### config.mk
export PLATFORM = sky130hd
export DESIGN_NAME = line_rasterizer
export DESIGN_NICKNAME = d
export VERILOG_FILES = /design/src/design/lr_pkg.sv /design/src/design/lr_setup.sv /design/src/design/lr_walker.sv /design/src/design/line_rasterizer.sv
export VERILOG_INCLUDE_DIRS = /design/src /design/src/design
export SDC_FILE = /design/constraint.sdc
export NUM_CORES = 1
export LEC_CHECK = 0
export ABC_AREA = 1
export BUFFER_PORTS_ARGS = -buffer_cell sky130_fd_sc_hd__clkbuf_2
export CAP_MARGIN = 20
export CELL_PAD_IN_SITES_DETAIL_PLACEMENT = 1
export CELL_PAD_IN_SITES_GLOBAL_PLACEMENT = 1
export CORE_MARGIN = 4
export CORE_UTILIZATION = 45
export DETAILED_ROUTE_END_ITERATION = 10
export PLACE_DENSITY_LB_ADDON = 0.12
export SYNTH_ARGS = -nofsm -noshare
export SYNTH_HDL_FRONTEND = slang
export SYNTH_SLANG_ARGS = --single-unit
### constraint.sdc
create_clock -name clock -period 5.9 [get_ports clock]
set_input_delay 0.885 -clock clock [delete_from_list [all_inputs] [get_ports clock]]
set_output_delay 0.885 -clock clock [all_outputs]
set_load 0.005 [all_outputs]
### src/design/line_rasterizer_assert.svh
// ----------------------------------------------------------------------------
// Line rasterizer assertion macros
// Concurrent checks that compile to nothing when SYNTHESIS is defined.
// ----------------------------------------------------------------------------
`ifndef LINE_RASTERIZER_ASSERT_SVH
`define LINE_RASTERIZER_ASSERT_SVH

`ifndef SYNTHESIS

`define LR_ASSERT(label, clk, rst, prop) \
   label: assert property (@(posedge clk) disable iff (rst) prop) \
      else $error("line_rasterizer check failed");

`define LR_NEVER(label, clk, rst, expr) \
   label: assert property (@(posedge clk) disable iff (rst) !(expr)) \
      else $error("line_rasterizer forbidden condition");

`else

`define LR_ASSERT(label, clk, rst, prop)

`define LR_NEVER(label, clk, rst, expr)

`endif

`endif

### src/design/lr_pkg.sv
// ----------------------------------------------------------------------------
// Line rasterizer package
// Widths, grid constants, setup and walker types, sequencer states.
// ----------------------------------------------------------------------------
`timescale 1ns / 1ps
`default_nettype none

package lr_pkg;

   localparam int COORD_W   = 6;
   localparam int GRID_SIZE = 64;
   localparam int HALF_GRID = GRID_SIZE / 2;
   localparam int DEC_W     = COORD_W + 3;
   localparam int COLOR_W   = 24;
   localparam int REQ_W     = 4 * COORD_W + COLOR_W;
   localparam int RSP_BITS  = 2 * COORD_W + COLOR_W;
   localparam int RSP_W     = ((RSP_BITS + 7) / 8) * 8;

   typedef enum logic [1:0] {
      LR_IDLE,
      LR_SETUP,
      LR_DRAW
   } lr_state_type;

   typedef struct packed {
      logic                    mirror_x;
      logic                    mirror_y;
      logic                    swap;
      logic [COORD_W-1:0]      major_len;
      logic signed [DEC_W-1:0] decision;
      logic signed [DEC_W-1:0] inc_diag;
      logic signed [DEC_W-1:0] inc_straight;
   } lr_setup_type;

   typedef struct packed {
      logic load;
      logic advance;
   } lr_walk_ctrl_type;

   typedef struct packed {
      logic [COORD_W-1:0] pixel_x;
      logic [COORD_W-1:0] pixel_y;
      logic               last;
   } lr_walk_status_type;

endpackage

`default_nettype wire

### src/design/lr_setup.sv
// ----------------------------------------------------------------------------
// Line rasterizer octant setup
// Maps a line onto the first octant: mirror flags, axis swap, major length,
// initial decision value and the two decision increments.
// ----------------------------------------------------------------------------
`timescale 1ns / 1ps
`default_nettype none

module lr_setup (
   input  logic [lr_pkg::COORD_W-1:0] start_x,
   input  logic [lr_pkg::COORD_W-1:0] start_y,
   input  logic [lr_pkg::COORD_W-1:0] end_x,
   input  logic [lr_pkg::COORD_W-1:0] end_y,
   output lr_pkg::lr_setup_type       setup
);
   import lr_pkg::*;

   logic [COORD_W:0]   dx;
   logic [COORD_W:0]   dy;
   logic [COORD_W:0]   neg_dx;
   logic [COORD_W:0]   neg_dy;
   logic               mx;
   logic               my;
   logic               sw;
   logic [COORD_W-1:0] adx;
   logic [COORD_W-1:0] ady;
   logic [COORD_W-1:0] major;
   logic [COORD_W-1:0] minor;
   logic [DEC_W-1:0]   two_minor;

   always_comb begin
      dx        = {end_x[COORD_W-1], end_x} - {start_x[COORD_W-1], start_x};
      dy        = {end_y[COORD_W-1], end_y} - {start_y[COORD_W-1], start_y};
      neg_dx    = -dx;
      neg_dy    = -dy;
      mx        = dx[COORD_W] || (dx == '0);
      my        = dy[COORD_W] || (dy == '0);
      adx       = mx ? neg_dx[COORD_W-1:0] : dx[COORD_W-1:0];
      ady       = my ? neg_dy[COORD_W-1:0] : dy[COORD_W-1:0];
      sw        = ady > adx;
      major     = sw ? ady : adx;
      minor     = sw ? adx : ady;
      two_minor = DEC_W'({minor, 1'b0});

      setup.mirror_x     = mx;
      setup.mirror_y     = my;
      setup.swap         = sw;
      setup.major_len    = major;
      setup.decision     = two_minor - DEC_W'(major);
      setup.inc_straight = two_minor;
      setup.inc_diag     = two_minor - DEC_W'({major, 1'b0});
   end

endmodule

`default_nettype wire

### src/design/lr_walker.sv
// ----------------------------------------------------------------------------
// Line rasterizer walker
// Holds the current grid point, decision value and pixel count; one shared
// decision adder advances the point by one pixel per step.
// ----------------------------------------------------------------------------
`timescale 1ns / 1ps
`default_nettype none

module lr_walker (
   input  logic                       clock,
   input  logic                       reset,
   input  lr_pkg::lr_walk_ctrl_type   ctrl,
   input  lr_pkg::lr_setup_type       setup,
   input  logic [lr_pkg::COORD_W-1:0] start_x,
   input  logic [lr_pkg::COORD_W-1:0] start_y,
   output lr_pkg::lr_walk_status_type status
);
   import lr_pkg::*;

   logic [COORD_W-1:0]      x_ff, x_in;
   logic [COORD_W-1:0]      y_ff, y_in;
   logic [DEC_W-1:0]        d_ff, d_in;
   logic [COORD_W-1:0]      count_ff, count_in;
   logic [COORD_W-1:0]      len_ff, len_in;
   logic                    mx_ff, mx_in;
   logic                    my_ff, my_in;
   logic                    sw_ff, sw_in;
   logic [DEC_W-1:0]        diag_ff, diag_in;
   logic [DEC_W-1:0]        straight_ff, straight_in;
   logic                    step_minor;
   logic                    step_x;
   logic                    step_y;
   logic [COORD_W-1:0]      delta_x;
   logic [COORD_W-1:0]      delta_y;

   always_comb begin
      step_minor = !d_ff[DEC_W-1];
      step_x     = sw_ff ? step_minor : 1'b1;
      step_y     = sw_ff ? 1'b1 : step_minor;
      delta_x    = step_x ? (mx_ff ? '1 : COORD_W'(1)) : '0;
      delta_y    = step_y ? (my_ff ? '1 : COORD_W'(1)) : '0;

      x_in        = x_ff;
      y_in        = y_ff;
      d_in        = d_ff;
      count_in    = count_ff;
      len_in      = len_ff;
      mx_in       = mx_ff;
      my_in       = my_ff;
      sw_in       = sw_ff;
      diag_in     = diag_ff;
      straight_in = straight_ff;

      if (ctrl.load) begin
         x_in        = start_x;
         y_in        = start_y;
         d_in        = setup.decision;
         count_in    = '0;
         len_in      = setup.major_len;
         mx_in       = setup.mirror_x;
         my_in       = setup.mirror_y;
         sw_in       = setup.swap;
         diag_in     = setup.inc_diag;
         straight_in = setup.inc_straight;
      end else if (ctrl.advance) begin
         x_in     = x_ff + delta_x;
         y_in     = y_ff + delta_y;
         d_in     = d_ff + (step_minor ? diag_ff : straight_ff);
         count_in = count_ff + COORD_W'(1);
      end
   end

   always_ff @(posedge clock) begin
      if (reset) begin
         count_ff <= '0;
         len_ff   <= '0;
      end else begin
         count_ff <= count_in;
         len_ff   <= len_in;
      end
      x_ff        <= x_in;
      y_ff        <= y_in;
      d_ff        <= d_in;
      mx_ff       <= mx_in;
      my_ff       <= my_in;
      sw_ff       <= sw_in;
      diag_ff     <= diag_in;
      straight_ff <= straight_in;
   end

   always_comb begin
      status.pixel_x = x_ff + COORD_W'(HALF_GRID);
      status.pixel_y = y_ff + COORD_W'(HALF_GRID);
      status.last    = (count_ff == len_ff);
   end

endmodule

`default_nettype wire

### src/design/line_rasterizer.sv
// ----------------------------------------------------------------------------
// Line rasterizer
// Bresenham line drawing: one line command in, one pixel item per point out.
// ----------------------------------------------------------------------------
// Usage:
//   req channel: one line command per item (start and end point on the
//   centered grid, color). req_tready is high only while no line is in work.
//   rsp channel: one item per pixel, start to end inclusive, in framebuffer
//   coordinates; rsp_tlast marks the final pixel of the line.
//   A line with major extent m gives m+1 pixels. After the command is accepted,
//   the octant setup state (LR_SETUP) loads the walker, then LR_DRAW moves one
//   pixel per cycle into the output register while that register is free; the
//   next command is accepted when the block is back in LR_IDLE.
//   The pixel rate is set by the walker's single decision adder, which
//   advances one point per cycle while the output register is free.
//   The output register holds a pixel while rsp_tready is low; the walker
//   holds its point until the register frees. The next command is accepted
//   in the cycle after the last pixel enters the output register.
//   Reset is synchronous: the block goes idle and the output register empties.
// ----------------------------------------------------------------------------
`timescale 1ns / 1ps
`default_nettype none

`include "line_rasterizer_assert.svh"

module line_rasterizer (
   input  logic                     clock,
   input  logic                     reset,
   input  logic                     req_tvalid,
   output logic                     req_tready,
   // start_x[5:0], start_y[11:6], end_x[17:12], end_y[23:18], color[47:24]
   input  logic [lr_pkg::REQ_W-1:0] req_tdata,
   output logic                     rsp_tvalid,
   input  logic                     rsp_tready,
   // pixel_x[5:0], pixel_y[11:6], pixel_color[35:12], zero[39:36]
   output logic [lr_pkg::RSP_W-1:0] rsp_tdata,
   output logic                     rsp_tlast
);
   import lr_pkg::*;

   lr_state_type       state_ff, state_in;
   logic [REQ_W-1:0]   cmd_ff, cmd_in;
   logic               rsp_valid_ff, rsp_valid_in;
   logic [RSP_W-1:0]   rsp_data_ff, rsp_data_in;
   logic               rsp_last_ff, rsp_last_in;
   logic               out_free;
   logic               out_load;
   lr_walk_ctrl_type   walk_ctrl;
   lr_walk_status_type walk_status;
   lr_setup_type       setup;
   logic [COORD_W-1:0] cmd_start_x;
   logic [COORD_W-1:0] cmd_start_y;
   logic [COORD_W-1:0] cmd_end_x;
   logic [COORD_W-1:0] cmd_end_y;
   logic [COLOR_W-1:0] cmd_color;

   assign cmd_start_x = cmd_ff[COORD_W-1:0];
   assign cmd_start_y = cmd_ff[2*COORD_W-1:COORD_W];
   assign cmd_end_x   = cmd_ff[3*COORD_W-1:2*COORD_W];
   assign cmd_end_y   = cmd_ff[4*COORD_W-1:3*COORD_W];
   assign cmd_color   = cmd_ff[REQ_W-1:4*COORD_W];

   lr_setup u_setup (
      .start_x (cmd_start_x),
      .start_y (cmd_start_y),
      .end_x   (cmd_end_x),
      .end_y   (cmd_end_y),
      .setup   (setup)
   );

   lr_walker u_walker (
      .clock   (clock),
      .reset   (reset),
      .ctrl    (walk_ctrl),
      .setup   (setup),
      .start_x (cmd_start_x),
      .start_y (cmd_start_y),
      .status  (walk_status)
   );

   always_ff @(posedge clock) begin
      if (reset) begin
         state_ff <= LR_IDLE;
      end else begin
         state_ff <= state_in;
      end
   end

   always_comb begin
      state_in   = state_ff;
      req_tready = 1'b0;
      walk_ctrl  = '0;
      out_load   = 1'b0;
      out_free   = !rsp_valid_ff || rsp_tready;
      case (state_ff)
         LR_IDLE: begin
            req_tready = 1'b1;
            if (req_tvalid) begin
               state_in = LR_SETUP;
            end
         end
         LR_SETUP: begin
            walk_ctrl.load = 1'b1;
            state_in       = LR_DRAW;
         end
         LR_DRAW: begin
            if (out_free) begin
               out_load = 1'b1;
               if (walk_status.last) begin
                  state_in = LR_IDLE;
               end else begin
                  walk_ctrl.advance = 1'b1;
               end
            end
         end
         default: begin
            state_in = LR_IDLE;
         end
      endcase
   end

   always_comb begin
      cmd_in       = (req_tvalid && req_tready) ? req_tdata : cmd_ff;
      rsp_valid_in = out_load ? 1'b1 : (rsp_tready ? 1'b0 : rsp_valid_ff);
      rsp_data_in  = rsp_data_ff;
      rsp_last_in  = rsp_last_ff;
      if (out_load) begin
         rsp_data_in = RSP_W'({cmd_color, walk_status.pixel_y, walk_status.pixel_x});
         rsp_last_in = walk_status.last;
      end
   end

   always_ff @(posedge clock) begin
      if (reset) begin
         rsp_valid_ff <= 1'b0;
      end else begin
         rsp_valid_ff <= rsp_valid_in;
      end
      cmd_ff      <= cmd_in;
      rsp_data_ff <= rsp_data_in;
      rsp_last_ff <= rsp_last_in;
   end

   assign rsp_tvalid = rsp_valid_ff;
   assign rsp_tdata  = rsp_data_ff;
   assign rsp_tlast  = rsp_last_ff;

   `LR_ASSERT(a_accept_to_setup, clock, reset, (req_tvalid && req_tready) |=> (state_ff == LR_SETUP))
   `LR_NEVER(a_no_step_past_end, clock, reset, walk_ctrl.advance && walk_status.last)
   `LR_ASSERT(a_last_leaves_draw, clock, reset, (out_load && walk_status.last) |=> (state_ff == LR_IDLE))
   `LR_ASSERT(a_load_fills_output, clock, reset, out_load |=> (rsp_valid_ff && (rsp_last_ff == $past(walk_status.last))))

endmodule

`default_nettype wire
# [After elaboration in Yosys (flattened, before gate mapping)]
# Cells that the tools add are included.
[classes] order_cmp=1 n_reduce_logical=13 add_sub_neg=12 mux=30 n_eq_ne=6
[op_table] operator="$mux 6" n=12
[op_table] operator="$mux 9" n=3
[op_table] operator="$logic_not 7->1" n=2
[op_table] operator="$sub 6x6->7" n=2
[op_table] operator="$add 6x6->6" n=2
[op_table] operator="$add 6x6->6 const B" n=2
[op_table] operator="$neg 6->6" n=2
[op_table] operator="$mux 1" n=11
[op_table] operator="$add 9x9->9" n=1
[op_table] operator="$sub 7x6->8" n=1
[op_table] operator="$sub 7x7->8" n=1
[op_table] operator="$add 6x1->6 const B" n=1
[op_table] operator="$eq 6x6->1" n=1
[op_table] operator="$gt 6x6->1" n=1
[op_table] operator="$mux 2" n=3
[op_table] operator="$ne 2x2->1 const B" n=3
[op_table] operator="$pmux 2 s3" n=1
[op_table] operator="$reduce_bool 2->1" n=2
[op_table] operator="$logic_or 1x1->1" n=3
[op_table] operator="$reduce_and 3->1" n=1
[op_table] operator="$eq 2x1->1 const B" n=1
[op_table] operator="$eq 2x2->1 const B" n=1
[op_table] operator="$logic_not 1->1" n=2
[op_table] operator="$logic_not 2->1" n=1
[op_table] operator="2 further kinds" n=2
[totals] word_cells=77 out_inout_bits=43 register_bits=139 input_bits=52

# [Depth between registers and ports, before layout]
[depth] depth_word=8 mapped_depth=34 depth_no_buf=33

# [Modules after synthesis]
# Synthesis repeated with hierarchy kept, for this count alone.
[unflattened] hier_cells=820 hier_area_um2=7768.7
[by_module_without_submodules] mod="lr_walker" seq_area_each_um2=1501.4 instances=1 area_each_um2=3115.5 cells_each=367
[by_module_without_submodules] mod="line_rasterizer" seq_area_each_um2=2612.5 instances=1 area_each_um2=2732.6 cells_each=111
[by_module_without_submodules] mod="lr_setup" seq_area_each_um2=0.0 instances=1 area_each_um2=1920.6 cells_each=342

# [Least setup slack after synthesis]
# OpenSTA, ideal clock, no wires.
[synth_timing] path_type="input to register" from="input req_tvalid" to="register cmd_ff[0], enable pin" path_stages=2 arrival_time_ps=4193 path_slack_ps=1194 setup_time_ps=513 path_buffers=0 t_required_ps=5387 cell_sequence="inv_1 nor3_1"
[synth_via] elab_chain_cells=1
[synth_lines] element="start: declaration" line_no="line_rasterizer.sv:29" rtl="input logic req_tvalid,"
[synth_lines] element="$logic_and 1x1->1" line_no="line_rasterizer.sv:123" rtl="cmd_in = (req_tvalid && req_tready) ? req_tdata : cmd_ff;"
[synth_lines] element="end signal: assignment" line_no="line_rasterizer.sv:139" rtl="cmd_ff <= cmd_in;"
[synth_lines] element="end: declaration" line_no="line_rasterizer.sv:42" rtl="logic [REQ_W-1:0] cmd_ff, cmd_in;"
# Every way passes these cells.
# A chain may end at the register's enable or synchronous reset.

==> flow_summary.toml <==
[logic_synthesis]
synth_compound_area_share_pct = 6.999
yosysSeqAreaShare_pct = 56.57
synth-simple-area-share_pct = 18.14
yosysWarnings = 0
synthCells = 683
synthAdderAreaFrac_pct = 9.464
synth-edff-count = 121
synthArstFlopShare_pct = 0
synth.top_cell.area_share_pct = 52.25
synth_top_cell_by_area = "edfxtp_1"
synth_xor_area_share_pct = 1.889
synth_top_family_by_area = "simple AND/OR/NAND/NOR gates"
muxShareOfSynthArea_pct = 0
ys.flop_type = "edfxtp_1"
synth_area_mm2 = 0.006954
synth-seq-cells = 136
ys_top_cells_by_area = "edfxtp_1, nand2_1, ha_1"
avgSynthCellArea_um2 = 10.18
yosysUniqueCellTypes = 43

[critical_path]
path_max_fanout = 21
cp-start-kind = "flop"
worstPathArrival_ns = 5.28
critPathSlowestCell = "fa_1"
max_stage_delay_ns = 0.49
endpoint_kind = "flop"
crit_top_cell = "nand2_1"
worst-setup-path-type = "flop to flop"
cp.required_ns = 6.07

[placement]
place_hpwl_mm = 12.38
routabilityCongestion = 0.8537
io_buffer_count = 90

[timing]
setup_violations = 0
hold_viol = 0
final_max_slew_viol_count = 0
fin_skew_ns = 0.01200
rsz0062_at_grt = "false"
worst_pin_slew_ns = 0.9411
final.setup.tns_ns = 0
hold_slack_ns = 0.4101
max-slew-margin-rel_pct = 37.11
period_share_pct = 86.63
timing.fmax_mhz = 195.7
min_period_ns = 5.111

[detailed_routing]
wl_mm = 16.50
drc_errors = 0
vias_per_cell = 5.112
drtIter0Drc = 207
ant_nets = 0
wl_per_cell_um = 16.70
route.vias.total = 5051
firstDrtPassIters = 4

[clock_network]
clockRootBuffer = "clkbuf_16"
post_cts_resized = 0
clockBufferDepth = 2
clk_pin_slew_ns = 0.06
cts_setup_buffers = 0
cts_tree = "yes"
cts_sinks = 136
cts_inserted_buffers = 17
postCtsHoldBufs = 0
insertion_delay_ns = 0.43
htreeDepth = 4

[floorplan]
fp.dieArea_mm2 = 0.01751
core_mm2 = 0.01515
ios = 95
initial_core_util_pct = 45.91
die_y_um = 132.3
rows = 45
dieWidth_um = 132.3

[flow_run]
max-cap-violations = 0

[grt]
antenna_found_initial = 0
grt_use_total_pct = 19.65
busiest_layer = "met2"
first_global_vias = 5370
grt_pass1_wl_mm = 26.97
gr-usage-met3_pct = 5.191
grt_max_degree = 49
overflow = 0
gr-usage-met2_pct = 34.21
grt_util_met1_pct = 23.85

[pwr]
leakage_nw = 3.683
peakVddDrop_mv = 0.2220
p_per_area_mw_per_mm2 = 487.7

[final_layout]
final_nets = 888
drive_above_1_share_pct = 21.88
area_growth_pct = 17.54
antenna_cells = 0

[outcome]
status = "finished, final reports clean"

[hold_path]
worst_hold_path_type = "flop to flop"
==> critical path: cells and delay by family (launching register included) <==
kind,cells,cell delay (ns)
adders and majority gates,5,1.47
and+or+nand+nor,18,1.94
DFF,1,0.40
buffers and inverters,4,0.37
AOI/OAI and AO/OA,2,0.66
==> cell families after synthesis <==
kind of cell / count (synthesis)
other cells: 1
xor+xnor: 15
simple gates: 284
compound gates: 79
flops: 136
fa+ha+maj: 49
buf+inv: 119
==> sequential cells by signal, indices dropped and copies added, names as in the netlist <==
register and cells:
u_walker.d_ff 8, rsp_tlast 1, u_walker.y_ff 6, u_walker.count_ff 6
u_walker.mx_ff 1, u_walker.sw_ff 1, u_walker.x_ff 6, u_walker.straight_ff 6
state_ff 2, u_walker.diag_ff 7, cmd_ff 48, rsp_tdata 36
rsp_tvalid 1, u_walker.my_ff 1, u_walker.len_ff 6
==> routing by layer <==
| layer | vias up | part of all wire (%) |
|---|---|---|
| met2 | 106 | 50 |
| met3 | 19 | 4.1 |
| li1 | 2490 | - |
| met1 | 2436 | 45 |
| met5 | - | 0 |
| met4 | 0 | 1.3 |
==> path summary, 6_finish.rpt <==
check | startpoint | depth (start not counted) | slack (ns) | endpoint
worst min register to register | cmd_ff[33] | 0 | 0.41 | rsp_tdata[21]
worst max-delay path | cmd_ff[0] | 29 | 0.79 | u_walker.d_ff[5]
worst min-delay path | cmd_ff[33] | 0 | 0.41 | rsp_tdata[21]
worst max register to register | cmd_ff[0] | 29 | 0.79 | u_walker.d_ff[5]
==> final cells by class <==
| cell class | count | area (um2) |
|---|---|---|
| fill | 1704 | 6972 |
| sequential | 136 | 3934 |
| multi-input combinational | 431 | 2572 |
| timing repair buffer | 93 | 485.5 |
| clock buffer | 17 | 425.4 |
| inverter | 108 | 405.4 |
| tap | 188 | 235.2 |
| clock inverter | 15 | 116.4 |
==> cell usage in the layout, fill, tap and decap left out, types with 5 or more instances in the layout <==
master / instances
inv_2: 6
o21ai_1: 6
o21ai_2: 9
a21oi_1: 23
fa_1: 6
dfxtp_1: 15
inv_1: 100
nand3_1: 34
clkbuf_2: 90
o22ai_1: 8
clkbuf_16: 17
xor2_1: 12
nand3_2: 5
nand2_1: 151
nor3_1: 8
nand2_2: 14
ha_1: 43
edfxtp_1: 121
o21ai_0: 19
inv_6: 5
nor2_1: 47
==> synth_stat cells (2+ instances only) <==
cell / n
o21a_1: 3
nor4_1: 3
nand4_1: 4
dfxtp_1: 15
clkbuf_1: 3
ha_1: 43
nor2_1: 49
o21ai_2: 9
buf_2: 2
o21ai_0: 19
inv_1: 100
nand2_2: 14
nand3_2: 5
o31ai_1: 3
o22ai_1: 8
nand3_1: 34
fa_1: 6
o21ai_1: 6
nand3b_1: 2
nor3b_1: 2
nor3_1: 9
or2_2: 3
buf_4: 4
xnor2_1: 3
a21oi_1: 23
a31oi_1: 2
clkinv_1: 2
nor2_2: 4
buf_6: 2
nor3_2: 2
xor2_1: 12
edfxtp_1: 121
inv_2: 6
nand2_1: 151
==> where the power goes <==
group / switching (mW) / internal [mW]
clock: 0.427 / 0.543
combinational: 1.11 / 0.593
sequential: 0.0508 / 1.26
total: 1.59 / 2.39
==> stage by stage <==
| stage | total power [mW] | cells | instance area, um2 | utilization (%) | worst slack, ns |
|---|---|---|---|---|---|
| finish | 3.987 | 988 | 8174 | 53.97 | 0.7889 |
| global route | 4.326 | 988 | 8174 | 53.97 | 0.2345 |
| CTS | 4.026 | 987 | 8154 | 53.84 | 0.7794 |
| detailed placement | 3.027 | 955 | 7612 | 50.26 | 0.8073 |
| global placement | 2.941 | 955 | 7612 | 50.26 | 1.024 |
| floorplan | 2.615 | 686 | 6965 | - | 1.194 |
Power figures use the tool's default switching activity.
